**config.mk**
```make
export PLATFORM = sky130hd
export DESIGN_NAME = voice_session_sequencer_flat
export DESIGN_NICKNAME = d
export VERILOG_FILES = /design/src/rtl/core/vss_pkg.sv /design/src/rtl/core/vss_if.sv /design/src/rtl/core/voice_session_sequencer.sv /design/src/flat_wrapper.sv
export VERILOG_INCLUDE_DIRS = /design/src /design/src/rtl/core
export SDC_FILE = /design/constraint.sdc
export NUM_CORES = 1
export LEC_CHECK = 0
export ABC_AREA = 0
export BUFFER_PORTS_ARGS = -buffer_cell sky130_fd_sc_hd__buf_2
export CAP_MARGIN = 5
export CORE_MARGIN = 1.5
export CORE_UTILIZATION = 30
export CTS_CLUSTER_DIAMETER = 100
export CTS_CLUSTER_SIZE = 28
export DETAILED_ROUTE_END_ITERATION = 10
export PLACE_DENSITY = 0.53
export SLEW_MARGIN = 0
export SYNTH_ARGS = -nofsm -noshare
export SYNTH_HDL_FRONTEND = slang
export SYNTH_SLANG_ARGS = --single-unit
```
**constraint.sdc**
```tcl
create_clock -name clk -period 7.98 [get_ports clk]
set_input_delay 0.798 -clock clk [delete_from_list [all_inputs] [get_ports clk]]
set_output_delay 0.798 -clock clk [all_outputs]
set_load 0.02 [all_outputs]
```
**src/rtl/core/assert_macros.svh**
```systemverilog
// Assertion macros shared by the voice session sequencer RTL.
`ifndef ASSERT_MACROS_SVH
`define ASSERT_MACROS_SVH

// Property must hold at every rising edge of clk outside reset.
`define VSS_ASSERT(label, prop, msg) \
    label: assert property (@(posedge clk) disable iff (!rst_n) (prop)) else $error(msg);

// Condition must never be seen at a rising edge of clk outside reset.
`define VSS_NEVER(label, cond, msg) \
    label: assert property (@(posedge clk) disable iff (!rst_n) !(cond)) else $error(msg);

`endif

```
**src/rtl/core/vss_pkg.sv**
```systemverilog
// Types and constants of the voice session sequencer.
`timescale 1ns / 1ps

package vss_pkg;

    localparam int TIME_BITS = 32;
    localparam int NOW_BITS = 32;
    localparam int LIMIT_BITS = 24;
    localparam int CMP_BITS = (TIME_BITS > LIMIT_BITS) ? TIME_BITS : LIMIT_BITS;
    localparam int CFG_INDEX_BITS = 3;

    typedef logic [TIME_BITS-1:0] time_t;
    typedef logic [LIMIT_BITS-1:0] limit_t;
    typedef logic [CMP_BITS-1:0] cmp_t;
    typedef logic [CFG_INDEX_BITS-1:0] cfg_index_t;

    localparam cfg_index_t CFG_WAKE_DELAY = 3'd0;
    localparam cfg_index_t CFG_MAX_RECORD = 3'd1;
    localparam cfg_index_t CFG_PROC_TIMEOUT = 3'd2;
    localparam cfg_index_t CFG_PLAY_TIMEOUT = 3'd3;

    localparam limit_t WAKE_DELAY_RESET = 24'd300;
    localparam limit_t MAX_RECORD_RESET = 24'd10000;
    localparam limit_t PROC_TIMEOUT_RESET = 24'd15000;
    localparam limit_t PLAY_TIMEOUT_RESET = 24'd60000;

    typedef enum logic [2:0] {
        MODE_IDLE = 3'd0,
        MODE_WAKE = 3'd1,
        MODE_REC  = 3'd2,
        MODE_PROC = 3'd3,
        MODE_PLAY = 3'd4
    } mode_t;

    typedef enum logic [2:0] {
        OP_NONE      = 3'd0,
        OP_WAKE      = 3'd1,
        OP_START_REC = 3'd2,
        OP_STOP_REC  = 3'd3,
        OP_VAD_SIL   = 3'd4,
        OP_STT_RES   = 3'd5,
        OP_PLAY_TTS  = 3'd6,
        OP_TTS_END   = 3'd7
    } opcode_t;

    typedef enum logic [1:0] {
        CAUSE_NONE   = 2'd0,
        CAUSE_WAKE   = 2'd1,
        CAUSE_RECORD = 2'd2,
        CAUSE_IDLE   = 2'd3
    } cause_t;

endpackage

```
**src/rtl/core/vss_if.sv**
```systemverilog
// Valid/ready channel interfaces for update and result transactions.
`timescale 1ns / 1ps

interface vss_upd_if;
    logic        valid;
    logic        ready;
    logic [31:0] now_ms;
    logic [2:0]  opcode;

    modport source (output valid, output now_ms, output opcode, input ready);
    modport sink (input valid, input now_ms, input opcode, output ready);
endinterface

interface vss_res_if;
    logic       valid;
    logic       ready;
    logic [2:0] session_state;
    logic       start_record;
    logic       stop_record;
    logic       event_taken;
    logic [1:0] timeout_cause;

    modport source (output valid, output session_state, output start_record,
                    output stop_record, output event_taken, output timeout_cause,
                    input ready);
    modport sink (input valid, input session_state, input start_record,
                  input stop_record, input event_taken, input timeout_cause,
                  output ready);
endinterface

```
**src/rtl/core/voice_session_sequencer.sv**
```systemverilog
// Top level of the voice session sequencer: session state, timeouts and result register.
`timescale 1ns / 1ps
`include "assert_macros.svh"

// Takes one update transaction per clock cycle unless an untaken result stalls it,
// and returns exactly one result transaction for each, in the cycle after it is
// accepted. The event guards, the wrapping elapsed-time subtraction and the timeout
// compare form a single combinational pass from the session state registers and the
// incoming update into the state and result registers. The result register is a single
// stage: an update is accepted whenever that register is empty or its result is being
// taken in the same cycle. Limits must be written through the configuration port
// while idle; the block does not enforce this. Indices of four or more are ignored.

module voice_session_sequencer (
    input  logic                    clk,
    input  logic                    rst_n,
    input  logic                    cfg_we,
    input  vss_pkg::cfg_index_t     cfg_index,
    input  vss_pkg::limit_t         cfg_wdata,
    vss_upd_if.sink                 upd,
    vss_res_if.source               res
);

    vss_pkg::limit_t wake_delay_reg;
    vss_pkg::limit_t max_record_reg;
    vss_pkg::limit_t proc_timeout_reg;
    vss_pkg::limit_t play_timeout_reg;

    vss_pkg::mode_t  mode_reg;
    vss_pkg::mode_t  mode_next;
    vss_pkg::time_t  entered_reg;
    vss_pkg::time_t  entered_next;

    logic            res_valid_reg;
    vss_pkg::mode_t  res_state_reg;
    logic            res_start_reg;
    logic            res_stop_reg;
    logic            res_taken_reg;
    vss_pkg::cause_t res_cause_reg;

    logic            upd_accept;
    vss_pkg::time_t  now_t;
    vss_pkg::opcode_t op;
    vss_pkg::mode_t  mode_evt;
    vss_pkg::time_t  entered_evt;
    vss_pkg::time_t  elapsed;
    vss_pkg::cmp_t   elapsed_cmp;
    logic            start_next;
    logic            stop_next;
    logic            taken_next;
    vss_pkg::cause_t cause_next;

    assign upd.ready = !res_valid_reg || res.ready;
    assign upd_accept = upd.valid && upd.ready;

    assign now_t = vss_pkg::time_t'(upd.now_ms);
    assign op = vss_pkg::opcode_t'(upd.opcode);

    always_ff @(posedge clk or negedge rst_n)
    begin
        if (!rst_n)
        begin
            wake_delay_reg <= vss_pkg::WAKE_DELAY_RESET;
            max_record_reg <= vss_pkg::MAX_RECORD_RESET;
            proc_timeout_reg <= vss_pkg::PROC_TIMEOUT_RESET;
            play_timeout_reg <= vss_pkg::PLAY_TIMEOUT_RESET;
        end
        else if (cfg_we)
        begin
            case (cfg_index)
                vss_pkg::CFG_WAKE_DELAY:   wake_delay_reg <= cfg_wdata;
                vss_pkg::CFG_MAX_RECORD:   max_record_reg <= cfg_wdata;
                vss_pkg::CFG_PROC_TIMEOUT: proc_timeout_reg <= cfg_wdata;
                vss_pkg::CFG_PLAY_TIMEOUT: play_timeout_reg <= cfg_wdata;
                default: ;
            endcase
        end
    end

    // Event phase under the guards of the current state.
    always_comb
    begin
        mode_evt = mode_reg;
        entered_evt = entered_reg;
        start_next = 1'b0;
        stop_next = 1'b0;
        taken_next = 1'b0;
        case (op)
            vss_pkg::OP_WAKE:
            begin
                if (mode_reg == vss_pkg::MODE_IDLE)
                begin
                    mode_evt = vss_pkg::MODE_WAKE;
                    entered_evt = now_t;
                    taken_next = 1'b1;
                end
            end
            vss_pkg::OP_START_REC:
            begin
                if (mode_reg == vss_pkg::MODE_IDLE || mode_reg == vss_pkg::MODE_WAKE)
                begin
                    mode_evt = vss_pkg::MODE_REC;
                    entered_evt = now_t;
                    start_next = 1'b1;
                    taken_next = 1'b1;
                end
            end
            vss_pkg::OP_STOP_REC, vss_pkg::OP_VAD_SIL:
            begin
                if (mode_reg == vss_pkg::MODE_REC)
                begin
                    mode_evt = vss_pkg::MODE_PROC;
                    entered_evt = now_t;
                    stop_next = 1'b1;
                    taken_next = 1'b1;
                end
            end
            vss_pkg::OP_STT_RES:
            begin
                if (mode_reg == vss_pkg::MODE_PROC)
                begin
                    taken_next = 1'b1;
                end
            end
            vss_pkg::OP_PLAY_TTS:
            begin
                if (mode_reg == vss_pkg::MODE_PROC)
                begin
                    mode_evt = vss_pkg::MODE_PLAY;
                    entered_evt = now_t;
                    taken_next = 1'b1;
                end
            end
            vss_pkg::OP_TTS_END:
            begin
                if (mode_reg == vss_pkg::MODE_PLAY)
                begin
                    mode_evt = vss_pkg::MODE_IDLE;
                    entered_evt = now_t;
                    taken_next = 1'b1;
                end
            end
            default: ;
        endcase
    end

    assign elapsed = now_t - entered_evt;
    assign elapsed_cmp = vss_pkg::cmp_t'(elapsed);

    // Timeout phase on the state that the event left.
    always_comb
    begin
        mode_next = mode_evt;
        entered_next = entered_evt;
        cause_next = vss_pkg::CAUSE_NONE;
        case (mode_evt)
            vss_pkg::MODE_WAKE:
            begin
                if (elapsed_cmp > vss_pkg::cmp_t'(wake_delay_reg))
                begin
                    mode_next = vss_pkg::MODE_REC;
                    entered_next = now_t;
                    cause_next = vss_pkg::CAUSE_WAKE;
                end
            end
            vss_pkg::MODE_REC:
            begin
                if (elapsed_cmp > vss_pkg::cmp_t'(max_record_reg))
                begin
                    mode_next = vss_pkg::MODE_PROC;
                    entered_next = now_t;
                    cause_next = vss_pkg::CAUSE_RECORD;
                end
            end
            vss_pkg::MODE_PROC:
            begin
                if (elapsed_cmp > vss_pkg::cmp_t'(proc_timeout_reg))
                begin
                    mode_next = vss_pkg::MODE_IDLE;
                    entered_next = now_t;
                    cause_next = vss_pkg::CAUSE_IDLE;
                end
            end
            vss_pkg::MODE_PLAY:
            begin
                if (elapsed_cmp > vss_pkg::cmp_t'(play_timeout_reg))
                begin
                    mode_next = vss_pkg::MODE_IDLE;
                    entered_next = now_t;
                    cause_next = vss_pkg::CAUSE_IDLE;
                end
            end
            default: ;
        endcase
    end

    always_ff @(posedge clk or negedge rst_n)
    begin
        if (!rst_n)
        begin
            mode_reg <= vss_pkg::MODE_IDLE;
            entered_reg <= '0;
            res_valid_reg <= 1'b0;
        end
        else
        begin
            if (upd_accept)
            begin
                mode_reg <= mode_next;
                entered_reg <= entered_next;
                res_valid_reg <= 1'b1;
            end
            else if (res.ready)
            begin
                res_valid_reg <= 1'b0;
            end
        end
    end

    always_ff @(posedge clk)
    begin
        if (upd_accept)
        begin
            res_state_reg <= mode_next;
            res_start_reg <= start_next || (cause_next == vss_pkg::CAUSE_WAKE);
            res_stop_reg <= stop_next || (cause_next == vss_pkg::CAUSE_RECORD);
            res_taken_reg <= taken_next;
            res_cause_reg <= cause_next;
        end
    end

    assign res.valid = res_valid_reg;
    assign res.session_state = res_state_reg;
    assign res.start_record = res_start_reg;
    assign res.stop_record = res_stop_reg;
    assign res.event_taken = res_taken_reg;
    assign res.timeout_cause = res_cause_reg;

    `VSS_ASSERT(a_state_matches_result, upd_accept |=> (res.session_state == mode_reg), "result state differs from session state")
    `VSS_NEVER(a_start_and_stop, res_valid_reg && res_start_reg && res_stop_reg, "start and stop record in one result")
    `VSS_ASSERT(a_wake_timeout_starts, (res_valid_reg && res_cause_reg == vss_pkg::CAUSE_WAKE) |-> (res_start_reg && res_state_reg == vss_pkg::MODE_REC), "wake timeout without recording start")
    `VSS_ASSERT(a_stop_enters_proc, (res_valid_reg && res_stop_reg) |-> (res_state_reg == vss_pkg::MODE_PROC), "recording stop outside processing")

endmodule
```
**src/flat_wrapper.sv**
```systemverilog
// flat-port wrapper written by rule: the top's interface ports become plain ports
module voice_session_sequencer_flat 
  (clk, rst_n, cfg_we, cfg_index, cfg_wdata, upd_valid, upd_now_ms, upd_opcode, upd_ready, res_valid, res_session_state, res_start_record, res_stop_record, res_event_taken, res_timeout_cause, res_ready);
  vss_upd_if upd_i ();
  vss_res_if res_i ();
  input  logic clk;
  input  logic rst_n;
  input  logic cfg_we;
  input  vss_pkg::cfg_index_t cfg_index;
  input  vss_pkg::limit_t cfg_wdata;
  input wire logic [$bits(upd_i.valid)-1:0] upd_valid;
  input wire logic [$bits(upd_i.now_ms)-1:0] upd_now_ms;
  input wire logic [$bits(upd_i.opcode)-1:0] upd_opcode;
  output wire logic [$bits(upd_i.ready)-1:0] upd_ready;
  output wire logic [$bits(res_i.valid)-1:0] res_valid;
  output wire logic [$bits(res_i.session_state)-1:0] res_session_state;
  output wire logic [$bits(res_i.start_record)-1:0] res_start_record;
  output wire logic [$bits(res_i.stop_record)-1:0] res_stop_record;
  output wire logic [$bits(res_i.event_taken)-1:0] res_event_taken;
  output wire logic [$bits(res_i.timeout_cause)-1:0] res_timeout_cause;
  input wire logic [$bits(res_i.ready)-1:0] res_ready;
  assign upd_i.valid = upd_valid;
  assign upd_i.now_ms = upd_now_ms;
  assign upd_i.opcode = upd_opcode;
  assign upd_ready = upd_i.ready;
  assign res_valid = res_i.valid;
  assign res_session_state = res_i.session_state;
  assign res_start_record = res_i.start_record;
  assign res_stop_record = res_i.stop_record;
  assign res_event_taken = res_i.event_taken;
  assign res_timeout_cause = res_i.timeout_cause;
  assign res_i.ready = res_ready;
  voice_session_sequencer u_core (.clk(clk), .rst_n(rst_n), .cfg_we(cfg_we), .cfg_index(cfg_index), .cfg_wdata(cfg_wdata), .upd(upd_i), .res(res_i));
endmodule
```
# Word level (Yosys, flattened, before mapping)
# Cells that the tools add are included.
# op_classes
add_sub_neg	1
magnitude_cmp	4
eq_ne	20
mux	37
n_reduce_logical	15
# ops
op	count
two-way mux 32 bit	9
one-hot mux 32 bit (5 select lines)	1
> comparator 32 x 24 -> 1 bit	4
one-hot mux 32 bit (4 select lines)	1
subtractor 32 bit	1
two-way mux 3 bit	9
equality test 3 x 2 -> 1 bit, second input constant	8
equality test 3 bit, second input constant	6
one-hot mux 3 bit (5 select lines)	1
equality test 3 x 1 -> 1 bit, second input constant	4
one-hot mux 3 bit (4 select lines)	1
two-way mux 1 bit	10
one-hot mux 2 bit (4 select lines)	1
AND reduction 2 bit	4
zero test 3 bit	2
two-way mux 2 bit	3
one-hot mux 1 bit (5 select lines)	1
logical OR 1 bit	4
OR reduction 2 bit	2
equality test 2 x 1 -> 1 bit, second input constant	1
equality test 2 bit, second input constant	1
nonzero test 2 bit	1
logical AND 1 bit	1
zero test 1 bit	1
# word_totals
reg_bits	140
inputBits	67
out_inout_bits	10
wordCells	89

# Logic depth before layout (Yosys ltp)
# Gate-level depths: netlist of run 1.
# logic_depth
depth_word	10
depth_mapped	33
mapped_depth_nobuf	28

# Least setup slack after synthesis of run 1
# OpenSTA, ideal clock, no wires.
# synth_path
kind	input port to flip-flop
start	input upd_opcode[1]
end	register u_core.entered_reg[21]
setup_ps	80
arrival_ps	6592
setup_slack_ps	1308
cell_stages	31
n_path_buf	5
path_cell_list	buf_2 -> nand2_1 -> or4_1 -> o211a_1 -> buf_4 -> buf_4 -> nand2_1 -> o21ai_0 -> ha_1 -> fa_1 -> nor2b_1 -> o2111ai_1 -> a21oi_1 -> nor2_1 -> o21ai_0 -> a21o_1 -> a21o_1 -> a31oi_1 -> xnor2_1 -> ha_1 -> a21o_1 -> a21oi_1 -> o21ai_0 -> a2111oi_0 -> a21oi_1 -> nor4_1 -> a21oi_1 -> or4_4 -> buf_6 -> buf_6 -> o211ai_2
# synth_via
elab_chain_cells	7
word_cells_on_any_way	23
cone_classes	add/sub (1); order compare (4); eq/ne (10); mux (7); reduce/logical (1)
# synth_lines
item	line	text
start, declared	flat_wrapper.sv:13	input wire logic [$bits(upd_i.opcode)-1:0] upd_opcode;
equality test 3 x 2 -> 1 bit / equality test 3 bit (equally long branches)	voice_session_sequencer.sv:88	case (op)
OR reduction 2 bit	voice_session_sequencer.sv:88	
one-hot mux 32 bit (5 select lines)	voice_session_sequencer.sv:88	
subtractor 32 bit	voice_session_sequencer.sv:147	assign elapsed = now_t - entered_evt;
> comparator 32 x 24 -> 1 bit (on tied branches)	--	
two-way mux 32 bit (on tied branches)	--	
one-hot mux 32 bit (4 select lines) (*)	voice_session_sequencer.sv:156	case (mode_evt)
end signal, assigned	voice_session_sequencer.sv:210	entered_reg <= entered_next;
end, declared	voice_session_sequencer.sv:31	vss_pkg::time_t entered_reg;
# Mark *: on every way between the ends. The rest lies on a longest branch, timed or not.
# A chain may end at the register's enable or synchronous reset.

# Worst setup path in the final report of run 1
# layout_path
start	input upd_opcode[1]
end	register u_core.entered_reg[31]
# The elaborated chain is that of the path after synthesis.

==> results of run 1 <==
## stage by stage
step | area [um2] | power, uW | instances | utilization (%)
detailed placement | 12200 | 5260 | 1809 | 33.1
CTS | 12800 | 6150 | 1841 | 34.8
floorplan | 11300 | 4130 | 1275 | -
finish | 12800 | 6130 | 1841 | 34.8
global placement | 12200 | 5190 | 1809 | 33.1
global route | 12800 | 6740 | 1841 | 34.8
## Yosys cell counts, drive strengths merged, types with 23 or more instances
library cell and n:
nand4 27, a21oi 69, inv 114, o211ai 39
a21o 38, o21ai 115, nor2 36, and3 33
nand2 142, mux2 30, a22oi 33, buf 37
ha 127, dfstp 23, clkbuf 35, a21boi 30
dfrtp 109, o41ai 33
## kinds of logic (layout without fill, tap and decap cells)
family / after synthesis / after routing / share of synthesized area [%]
muxes: 32 / 32 / 3.17
DFF: 140 / 140 / 31.6
AOI/OAI and AO/OA: 426 / 426 / 26.7
and+or+nand+nor: 329 / 329 / 14.6
xor gates and xnor gates: 28 / 28 / 2.17
buffers and inverters: 192 / 254 / 7.56
adders and majority gates: 128 / 128 / 14.2
## where the power goes
| part | internal (uW) | switching (uW) |
|---|---|---|
| Combinational | 1690 | 2520 |
| Clock | 498 | 357 |
| Sequential | 950 | 118 |
| Total | 3130 | 3000 |
## metal layers
| metal | GRT usage (%) | part of all wire (%) | up-vias |
|---|---|---|---|
| li1 | - | - | 4755 |
| met1 | 23.8 | 48 | 4726 |
| met2 | 28.4 | 47 | 205 |
| met3 | 2.73 | 3.7 | 32 |
| met4 | 4.92 | 1.4 | 6 |
| met5 | 0 | 0.10 | - |
## final timing paths
kind                       cells past startpoint                     endpoint                         from  slack [ns]
max                                           29       u_core.entered_reg[31]                upd_opcode[1]        0.64
min                                            1  u_core.proc_timeout_reg[14]                        rst_n        0.38
max reg2reg                                   27       u_core.entered_reg[31]           u_core.mode_reg[0]        0.67
min reg2reg                                    1  u_core.play_timeout_reg[12]  u_core.play_timeout_reg[12]        0.51
max in group asynchronous                      2           u_core.mode_reg[1]                        rst_n        6.28
min in group clk                               1  u_core.play_timeout_reg[12]  u_core.play_timeout_reg[12]        0.51
## area by class of cell
| type | instances | area [um2] | area share, % |
|---|---|---|---|
| Clock buffer | 18 | 429 | 3.35 |
| Timing Repair Buffer | 108 | 639 | 4.99 |
| Sequential cell | 140 | 3570 | 27.9 |
| Inverter | 114 | 428 | 3.34 |
| Tap cell | 504 | 631 | 4.92 |
| Multi-Input combinational cell | 943 | 6940 | 54.1 |
| Clock inverter | 14 | 185 | 1.44 |
## worst max-delay path, delay by kind of cell
kind	cells	cell delay [ns]
adder cells (fa/ha/maj)	3	0.97
XOR/XNOR	1	0.37
AO/OA/AOI/OAI	15	3.02
AND/OR/NAND/NOR	7	1.86
buffers and inverters	3	0.65
==> impl_metrics.yaml, run 1 <==
status:
  status: "complete, no violations"
worst_setup_path:
  crit_path_top_delay_cell: "or4_1"
  setup.worst_path.end_class: "flip-flop"
  path_max_fanout: 23
  crit_type: "input pin to flip-flop"
  worstPathRequired_ns: 8.33
  crit_arrival_ns: 7.69
  max_stage_delay_ns: 0.57
  cp-start-kind: "input pin"
floorplan:
  ios: 77
  start_util_pct: 30.7
  rows: 70
  core_um2: 36900
  dieArea_um2: 38900
  die_h_um: 197
  die_w_um: 197
timing:
  relSlewSlack_pct: 40.4
  finalHoldViolations: 0
  fmax_mhz: 136
  fin_crit_ns: 7.34
  setup_ws_ns: 0.643
  rsz0062_at_grt: "false"
  slew_violations: 0
  fin_tns_setup_ns: 0
  finalSetupViolCount: 0
  post-route-period-util_pct: 91.9
  hold_ws_ns: 0.379
  fin_worst_skew_ns: 0.0110
  worstMarginPinSlew_ns: 0.894
logic_synthesis:
  yosysWarnings: 0
  synth-edff-count: 8
  synth_area_leaders: "dfrtp_1 (24%), ha_1 (14%), dfstp_2 (5.3%)"
  synth_fp_nets: 1470
  synth-seq-area-share_pct: 31.6
  syn-cell-area_um2: 11300
  synth_flop_cell: "dfrtp_1"
  postSynth.asyncResetShare_pct: 94.3
  synth_top_area_share_pct: 24.1
  ys_ff_latch: 140
  synth_top_area_cell: "dfrtp_1"
  syn_area_per_cell_um2: 8.87
  synth.distinct_cells: 79
  syn_inst: 1275
routing:
  via_count: 9724
  routed_wirelength_um: 32900
  wl_per_cell_um: 17.9
  drc: 0
  dr.pass1.iters: 5
  drtIter0Drc: 834
  drt-vias-per-instance: 5.28
  ant_nets: 0
global_route:
  grt_pass1_wl_um: 53100
  track_usage_pct: 17.4
  grt_max_degree: 71
  antenna_found_initial: 3
  gr-total-overflow: 0
  grt_pass1_vias: 9449
cts:
  cts_resized: 0
  cts_buffer_depth: 2
  h-tree-depth: 4
  hold_buffers: 0
  numCtsBuffers: 17
  path_clk_slew_ns: 0.06
  cts_tree: "built"
  clock_latency_ns: 0.45
  cts_sinks: 140
  clock-root-buffer: "clkbuf_16"
  cts_setup_buffers: 0
cells_and_area:
  final_cell_mix: "nand2_1 (142), ha_1 (127), inv_1 (114)"
  syn2layout_area_growth_pct: 13.4
  final_common_cell: "nand2_1"
  drive_gt1_share_pct: 18.7
  final_nets: 1519
  largest_reg_flops: 32
  fill_cells: 3813
  diodes: 0
placed_design:
  post-dp-hpwl_um: 24200
  place_congestion: 0.825
  portBuffers: 76
  pre_cts_ws_ns: 0.268
power_and_ir_drop:
  p_leak_uw: 0.00579
  p_per_area_nw_per_um2: 478
  ir_drop_mv: 0.201
run:
  cap_violations: 0
worst_hold_path:
  hold_class: "input pin to asynchronous set/reset pin"
No activity file was read; power rests on OpenSTA's default activity.
==> run 2: changes to the inputs <==
--- a/config.mk
+++ b/config.mk
@@ -10,11 +10,11 @@
 export BUFFER_PORTS_ARGS = -buffer_cell sky130_fd_sc_hd__buf_2
 export CAP_MARGIN = 5
 export CORE_MARGIN = 1.5
-export CORE_UTILIZATION = 30
+export CORE_UTILIZATION = 35
 export CTS_CLUSTER_DIAMETER = 100
 export CTS_CLUSTER_SIZE = 28
 export DETAILED_ROUTE_END_ITERATION = 10
-export PLACE_DENSITY = 0.53
+export PLACE_DENSITY = 0.59
 export SLEW_MARGIN = 0
 export SYNTH_ARGS = -nofsm -noshare
 export SYNTH_HDL_FRONTEND = slang
==> constraint.sdc (replaced) <==
create_clock -name clk -period 7.98 [get_ports clk]
set_input_delay 0.798 -clock clk [delete_from_list [all_inputs] [get_ports clk]]
set_output_delay 0.798 -clock clk [all_outputs]
set_load 0.05 [all_outputs]
==> run 2 against run 1 <==
  * Utilization up 5.2 points
  * Critical path depth shrank 2
  * Sequential share of layout area increased by 0.44 points
  * Worst setup slack worse by 0.024 ns
  * Via count up 0.38%
  * Power decreased by 1.1%
  * Clock-buffer cell count shrank 1
  * Clock power decreased by 8.3%
  * Hold slack improved by 0.020 ns
  * First-iteration DRC count shrank 6.7%
  * Clock skew is 0.0053 ns higher
  * Largest power group unchanged
==> impl_metrics.yaml, run 2 (same netlist as run 1, synthesis figures left out) <==
timing:
  fin_crit_ns: 7.36
  finalSetupViolCount: 0
  fin_tns_setup_ns: 0
  setup_ws_ns: 0.620
  slew_violations: 0
  post-route-period-util_pct: 92.2
  finalHoldViolations: 0
  relSlewSlack_pct: 45.6
  rsz0062_at_grt: "false"
  fmax_mhz: 136
  hold_ws_ns: 0.399
  fin_worst_skew_ns: 0.0163
  worstMarginPinSlew_ns: 0.816
cts:
  cts_sinks: 140
  clock-root-buffer: "clkbuf_16"
  cts_tree: "built"
  numCtsBuffers: 17
  clock_latency_ns: 0.44
  h-tree-depth: 4
  cts_buffer_depth: 2
  path_clk_slew_ns: 0.08
  hold_buffers: 0
worst_setup_path:
  crit_arrival_ns: 7.73
  worstPathRequired_ns: 8.35
  setup.worst_path.end_class: "flip-flop"
  max_stage_delay_ns: 0.65
  crit_type: "input pin to flip-flop"
  crit_buf_inv: 2
  cp-start-kind: "input pin"
  crit_path_top_delay_cell: "or4_1"
  rrSetupSlack_ns: 0.68
  crit_family: "compound AO/OA/AOI/OAI gates"
  path_max_fanout: 20
  r2r-start: "u_core.mode_reg[1]"
  cp-startpoint: "upd_opcode[1]"
  cpMostUsedCell: "a21oi_1"
global_route:
  grt_pass1_vias: 9664
  grt_max_degree: 72
  track_usage_pct: 19.7
  antenna_found_initial: 0
  gr-total-overflow: 0
  grt_pass1_wl_um: 51900
routing:
  via_count: 9761
  dr.pass1.iters: 5
  wl_met1_um: 15100
  met2_length_um: 15000
  drtIter0Drc: 778
  routed_wirelength_um: 32000
  top_layer_used: "met4"
  met3_length_um: 1380
  ant_nets: 0
  drt-vias-per-instance: 5.64
  drc: 0
  wl_per_cell_um: 18.5
floorplan:
  die_w_um: 183
  ios: 77
  rows: 65
  dieArea_um2: 33400
  die_h_um: 183
  start_util_pct: 35.7
  core_um2: 31600
status:
  status: "complete, no violations"
cells_and_area:
  final_cell_mix: "nand2_1 (142), ha_1 (127), inv_1 (114)"
  syn2layout_area_growth_pct: 11.7
  final_nets: 1511
  final_common_cell: "nand2_1"
  drive_gt1_share_pct: 18.7
  diodes: 0
  largest_reg_flops: 32
run:
  cap_violations: 0
power_and_ir_drop:
  seqPwrFrac_pct: 17.7
  p_per_area_nw_per_um2: 480
  p_leak_uw: 0.00575
  switching_share_pct: 50.0
  power_frac_comb_pct: 69.4
  p_total_uw: 6070
  ir_drop_mv: 0.211
  clkPwrFrac_pct: 12.9
  p_sw_uw: 3040
  p_int_uw: 3030
placed_design:
  pre_cts_ws_ns: 0.00455
  place_congestion: 0.896
  post-dp-hpwl_um: 23200
  portBuffers: 76
worst_hold_path:
  hold_class: "input pin to asynchronous set/reset pin"
-- run 2: cell types whose count changed in the layout (fill, tap and decap cells not counted), moves of 2 or more --
cell	previous run	this run
buf_4	31	21
inv_8	1	3
dfrtp_2	0	2
bufinv_16	3	0
inv_6	3	8
dfrtp_1	109	107
clkinvlp_4	3	0
clkinv_4	4	2
-- run 2: repair_timing --
item / 4_1_cts / 5_1_grt
setup endpoints to repair: 0 / 34
resized for setup: 0 / 8
buffers inserted: 0 / 0
-- run 2: power by group through the flow --
stage	registers (uW)	logic, uW	clock network [uW]
floorplan	1070	3090	0
global placement	1070	4070	0
detailed placement	1080	4140	0
CTS	1070	4180	804
global route	1100	4730	835
finish	1070	4210	785
-- run 2: worst register-to-register path, delay by kind of cell (launching register included) --
kind            cells  cell delay [ns]
flops               1             0.58
buf+inv             1             0.25
simple gates        5             1.64
compound gates     17             3.75
fa+ha+maj           2             0.71
xor+xnor            1             0.30
-- run 2: final cells by class --
class,count,area [um2]
clock buffers,17,425
multi-input cells,944,6970
inverters,114,428
well taps,402,503
clock inverters,15,143
fillers,3175,19000
flip-flops and latches,140,3570
repair buffers,99,584
-- run 2: path summary, 6_finish.rpt --
check	endpoint	cells after the start
setup reg to reg	u_core.entered_reg[23]	26
hold reg to reg	u_core.max_record_reg[4]	2
max in group asynchronous	u_core.mode_reg[2]	2
min in group clk	u_core.max_record_reg[4]	2
hold / removal	u_core.play_timeout_reg[16]	1
setup / recovery	u_core.entered_reg[23]	27
-- run 2: per-layer routing --
layer | up-vias | global-route usage (%)
li1 | 4756 | -
met1 | 4715 | 26.6
met2 | 254 | 32.3
met3 | 36 | 3.15
met4 | 0 | 5.92
met5 | - | 0
-- run 2: per-stage QoR --
stage / utilization [%] / instance area, um2 / cells
after floorplan: - / 11300 / 1275
final: 39.9 / 12600 / 1731
after detailed placement: 38.0 / 12000 / 1698
after global placement: 38.0 / 12000 / 1698
after global routing: 39.9 / 12600 / 1731
after CTS: 39.8 / 12600 / 1730
==> run 3: changes to the inputs <==
--- a/config.mk
+++ b/config.mk
@@ -11,10 +11,13 @@
 export CAP_MARGIN = 5
 export CORE_MARGIN = 1.5
 export CORE_UTILIZATION = 35
+export CTS_BUF_LIST = sky130_fd_sc_hd__clkbuf_8
 export CTS_CLUSTER_DIAMETER = 100
 export CTS_CLUSTER_SIZE = 28
 export DETAILED_ROUTE_END_ITERATION = 10
+export GPL_TIMING_DRIVEN = 0
 export PLACE_DENSITY = 0.59
+export RECOVER_POWER = 25
 export SLEW_MARGIN = 0
 export SYNTH_ARGS = -nofsm -noshare
 export SYNTH_HDL_FRONTEND = slang
==> run 3 against run 2 <==
  * The flow now finishes with violations (capacitance limit, slew limit)
  * Fmax fell by 2.5%
  * Cell count rose by 3.2%
  * Critical path depth rose by 5
  * Utilization barely moved
  * Sequential power barely moved
  * Clock-buffer cell count did not move
  * Hold slack improved by 0.11 ns
  * Clock power fell by 22%
  * Routed wire length rose by 2.1%
  * First-iteration DRC count fell by 4.4%
  * Critical path type unchanged
  * Highest routed layer unchanged
==> impl_metrics.yaml, run 3 (same netlist as run 1, synthesis figures left out) <==
global_route:
  busiest_layer: "met2"
  grt_max_degree: 94
  antenna_found_initial: 0
  gr-total-overflow: 0
  met3_usage_pct: 2.59
  use_met2_pct: 32.2
  grt_pass1_vias: 9552
  track_usage_pct: 20.0
  grtUsageMet1_pct: 28.1
  grt_pass1_wl_um: 52600
timing:
  fin_crit_ns: 7.55
  fmax_mhz: 133
  slew_violations: 135
  worstMarginPinSlew_ns: 4.47
  post-route-period-util_pct: 94.6
  finalSetupViolCount: 0
  fin_worst_skew_ns: 0.0259
  finalHoldViolations: 0
  hold_ws_ns: 0.509
  relSlewSlack_pct: -198
  fin_tns_setup_ns: 0
floorplan:
  dieArea_um2: 33400
  start_util_pct: 35.7
  die_h_um: 183
  core_um2: 31600
  rows: 65
  die_w_um: 183
  ios: 77
run:
  cap_violations: 2
cells_and_area:
  final_nets: 1566
  final_cell_mix: "nand2_1 (142), ha_1 (127), inv_1 (114)"
  fill_cells: 3208
  diodes: 0
  instances_no_fill: 1786
  syn2layout_area_growth_pct: 11.8
  final_common_cell: "nand2_1"
  largest_reg_flops: 32
  drive_gt1_share_pct: 18.4
worst_setup_path:
  worstPathRequired_ns: 8.38
  crit_path_top_delay_cell: "or4_1"
  max_stage_delay_ns: 0.54
  path_max_fanout: 10
  cp-start-kind: "input pin"
  crit_arrival_ns: 7.94
  setup.worst_path.end_class: "flip-flop"
  cpMostUsedCell: "a21oi_1"
  crit_type: "input pin to flip-flop"
routing:
  wl_per_cell_um: 18.3
  via_count: 9905
  drt-vias-per-instance: 5.55
  dr.pass1.iters: 7
  drtIter0Drc: 744
  routed_wirelength_um: 32700
  drc: 0
  ant_nets: 0
power_and_ir_drop:
  p_int_uw: 2910
  seqPwrFrac_pct: 17.4
  ir_drop_mv: 0.174
  clkPwrFrac_pct: 10.3
  power_frac_comb_pct: 72.2
  p_per_area_nw_per_um2: 471
  p_sw_uw: 3040
  p_leak_uw: 0.00579
  switching_share_pct: 51.1
placed_design:
  dp.cells: 1754
  portBuffers: 76
  place_congestion: 0.880
  post-dp-hpwl_um: 25100
cts:
  clock_latency_ns: 0.48
  h-tree-depth: 4
  numCtsBuffers: 17
  cts_tree: "built"
  cts_buffer_depth: 2
  cts_setup_buffers: 0
  clock-root-buffer: "clkbuf_8"
  cts_sinks: 140
  path_clk_slew_ns: 0.10
status:
  failed_checks: "capacitance limit, slew limit"
  status: "complete, but fails checks"
worst_hold_path:
  hold_class: "flip-flop to flip-flop"
-- run 3: layout make-up --
cell class / instances / area, um2 / share of cell area (%)
timing repair buffer: 77 / 389 / 3.08
inverter: 114 / 428 / 3.38
tap: 402 / 503 / 3.98
clock inverter: 15 / 168 / 1.33
multi-input combinational: 943 / 6930 / 54.8
buffer: 78 / 423 / 3.35
sequential: 140 / 3570 / 28.3
clock buffer: 17 / 234 / 1.85
-- run 3: worst max-delay path: cells and delay by family --
family	cells	cell delay (ns)
buffers and inverters	6	0.94
adders and majority gates	3	0.95
AOI/OAI and AO/OA	15	3.12
and+or+nand+nor	7	1.79
xor gates and xnor gates	1	0.29
-- run 3: layer usage --
layer / vias up / share of wire, % / wire, um
met5: - / 0 / 0
met4: 0 / 1.7 / 562
met3: 32 / 4.0 / 1310
met2: 202 / 46 / 15000
met1: 4828 / 48 / 15800
li1: 4843 / - / -
-- run 3: power groups by stage --
stage          Combinational (uW)  Clock, uW  Sequential (uW)
2_1_floorplan                3090          0             1070
3_3_place_gp                 4130          0             1040
3_5_place_dp                 4200          0             1050
4_1_cts                      4250        634             1030
5_1_grt                      4820        656             1060
6_report                     4300        613             1040
-- run 3: timing repair --
| action | 4_1_cts | 5_1_grt |
|---|---|---|
| hold endpoints to repair | 0 | 0 |
| resized for setup | 1 | 9 |
| hold buffers | 0 | 0 |
| endpoints found under the setup margin | 7 | 34 |
-- run 3: final timing paths --
kind                                     startpoint                          end  slack (ns)  cells past startpoint
min                        u_core.max_record_reg[4]     u_core.max_record_reg[4]        0.51                      2
max reg2reg                      u_core.mode_reg[1]       u_core.entered_reg[25]        0.52                     30
max in group asynchronous                     rst_n  u_core.proc_timeout_reg[10]        1.41                      2
min reg2reg                u_core.max_record_reg[4]     u_core.max_record_reg[4]        0.51                      2
min in group asynchronous                     rst_n  u_core.play_timeout_reg[20]        1.01                      1
max                                   upd_opcode[1]       u_core.entered_reg[25]        0.43                     32
-- run 3: stage by stage --
stage	cell area, um2	worst slack (ns)	utilization [%]	total power, uW
after floorplan	11300	1.31	-	4150
after global placement	12200	-0.546	38.5	5170
after detailed placement	12200	-0.475	38.6	5250
after CTS	12600	0.0591	39.9	5910
after global routing	12600	-0.0327	40.0	6530
final	12600	0.434	40.0	5950
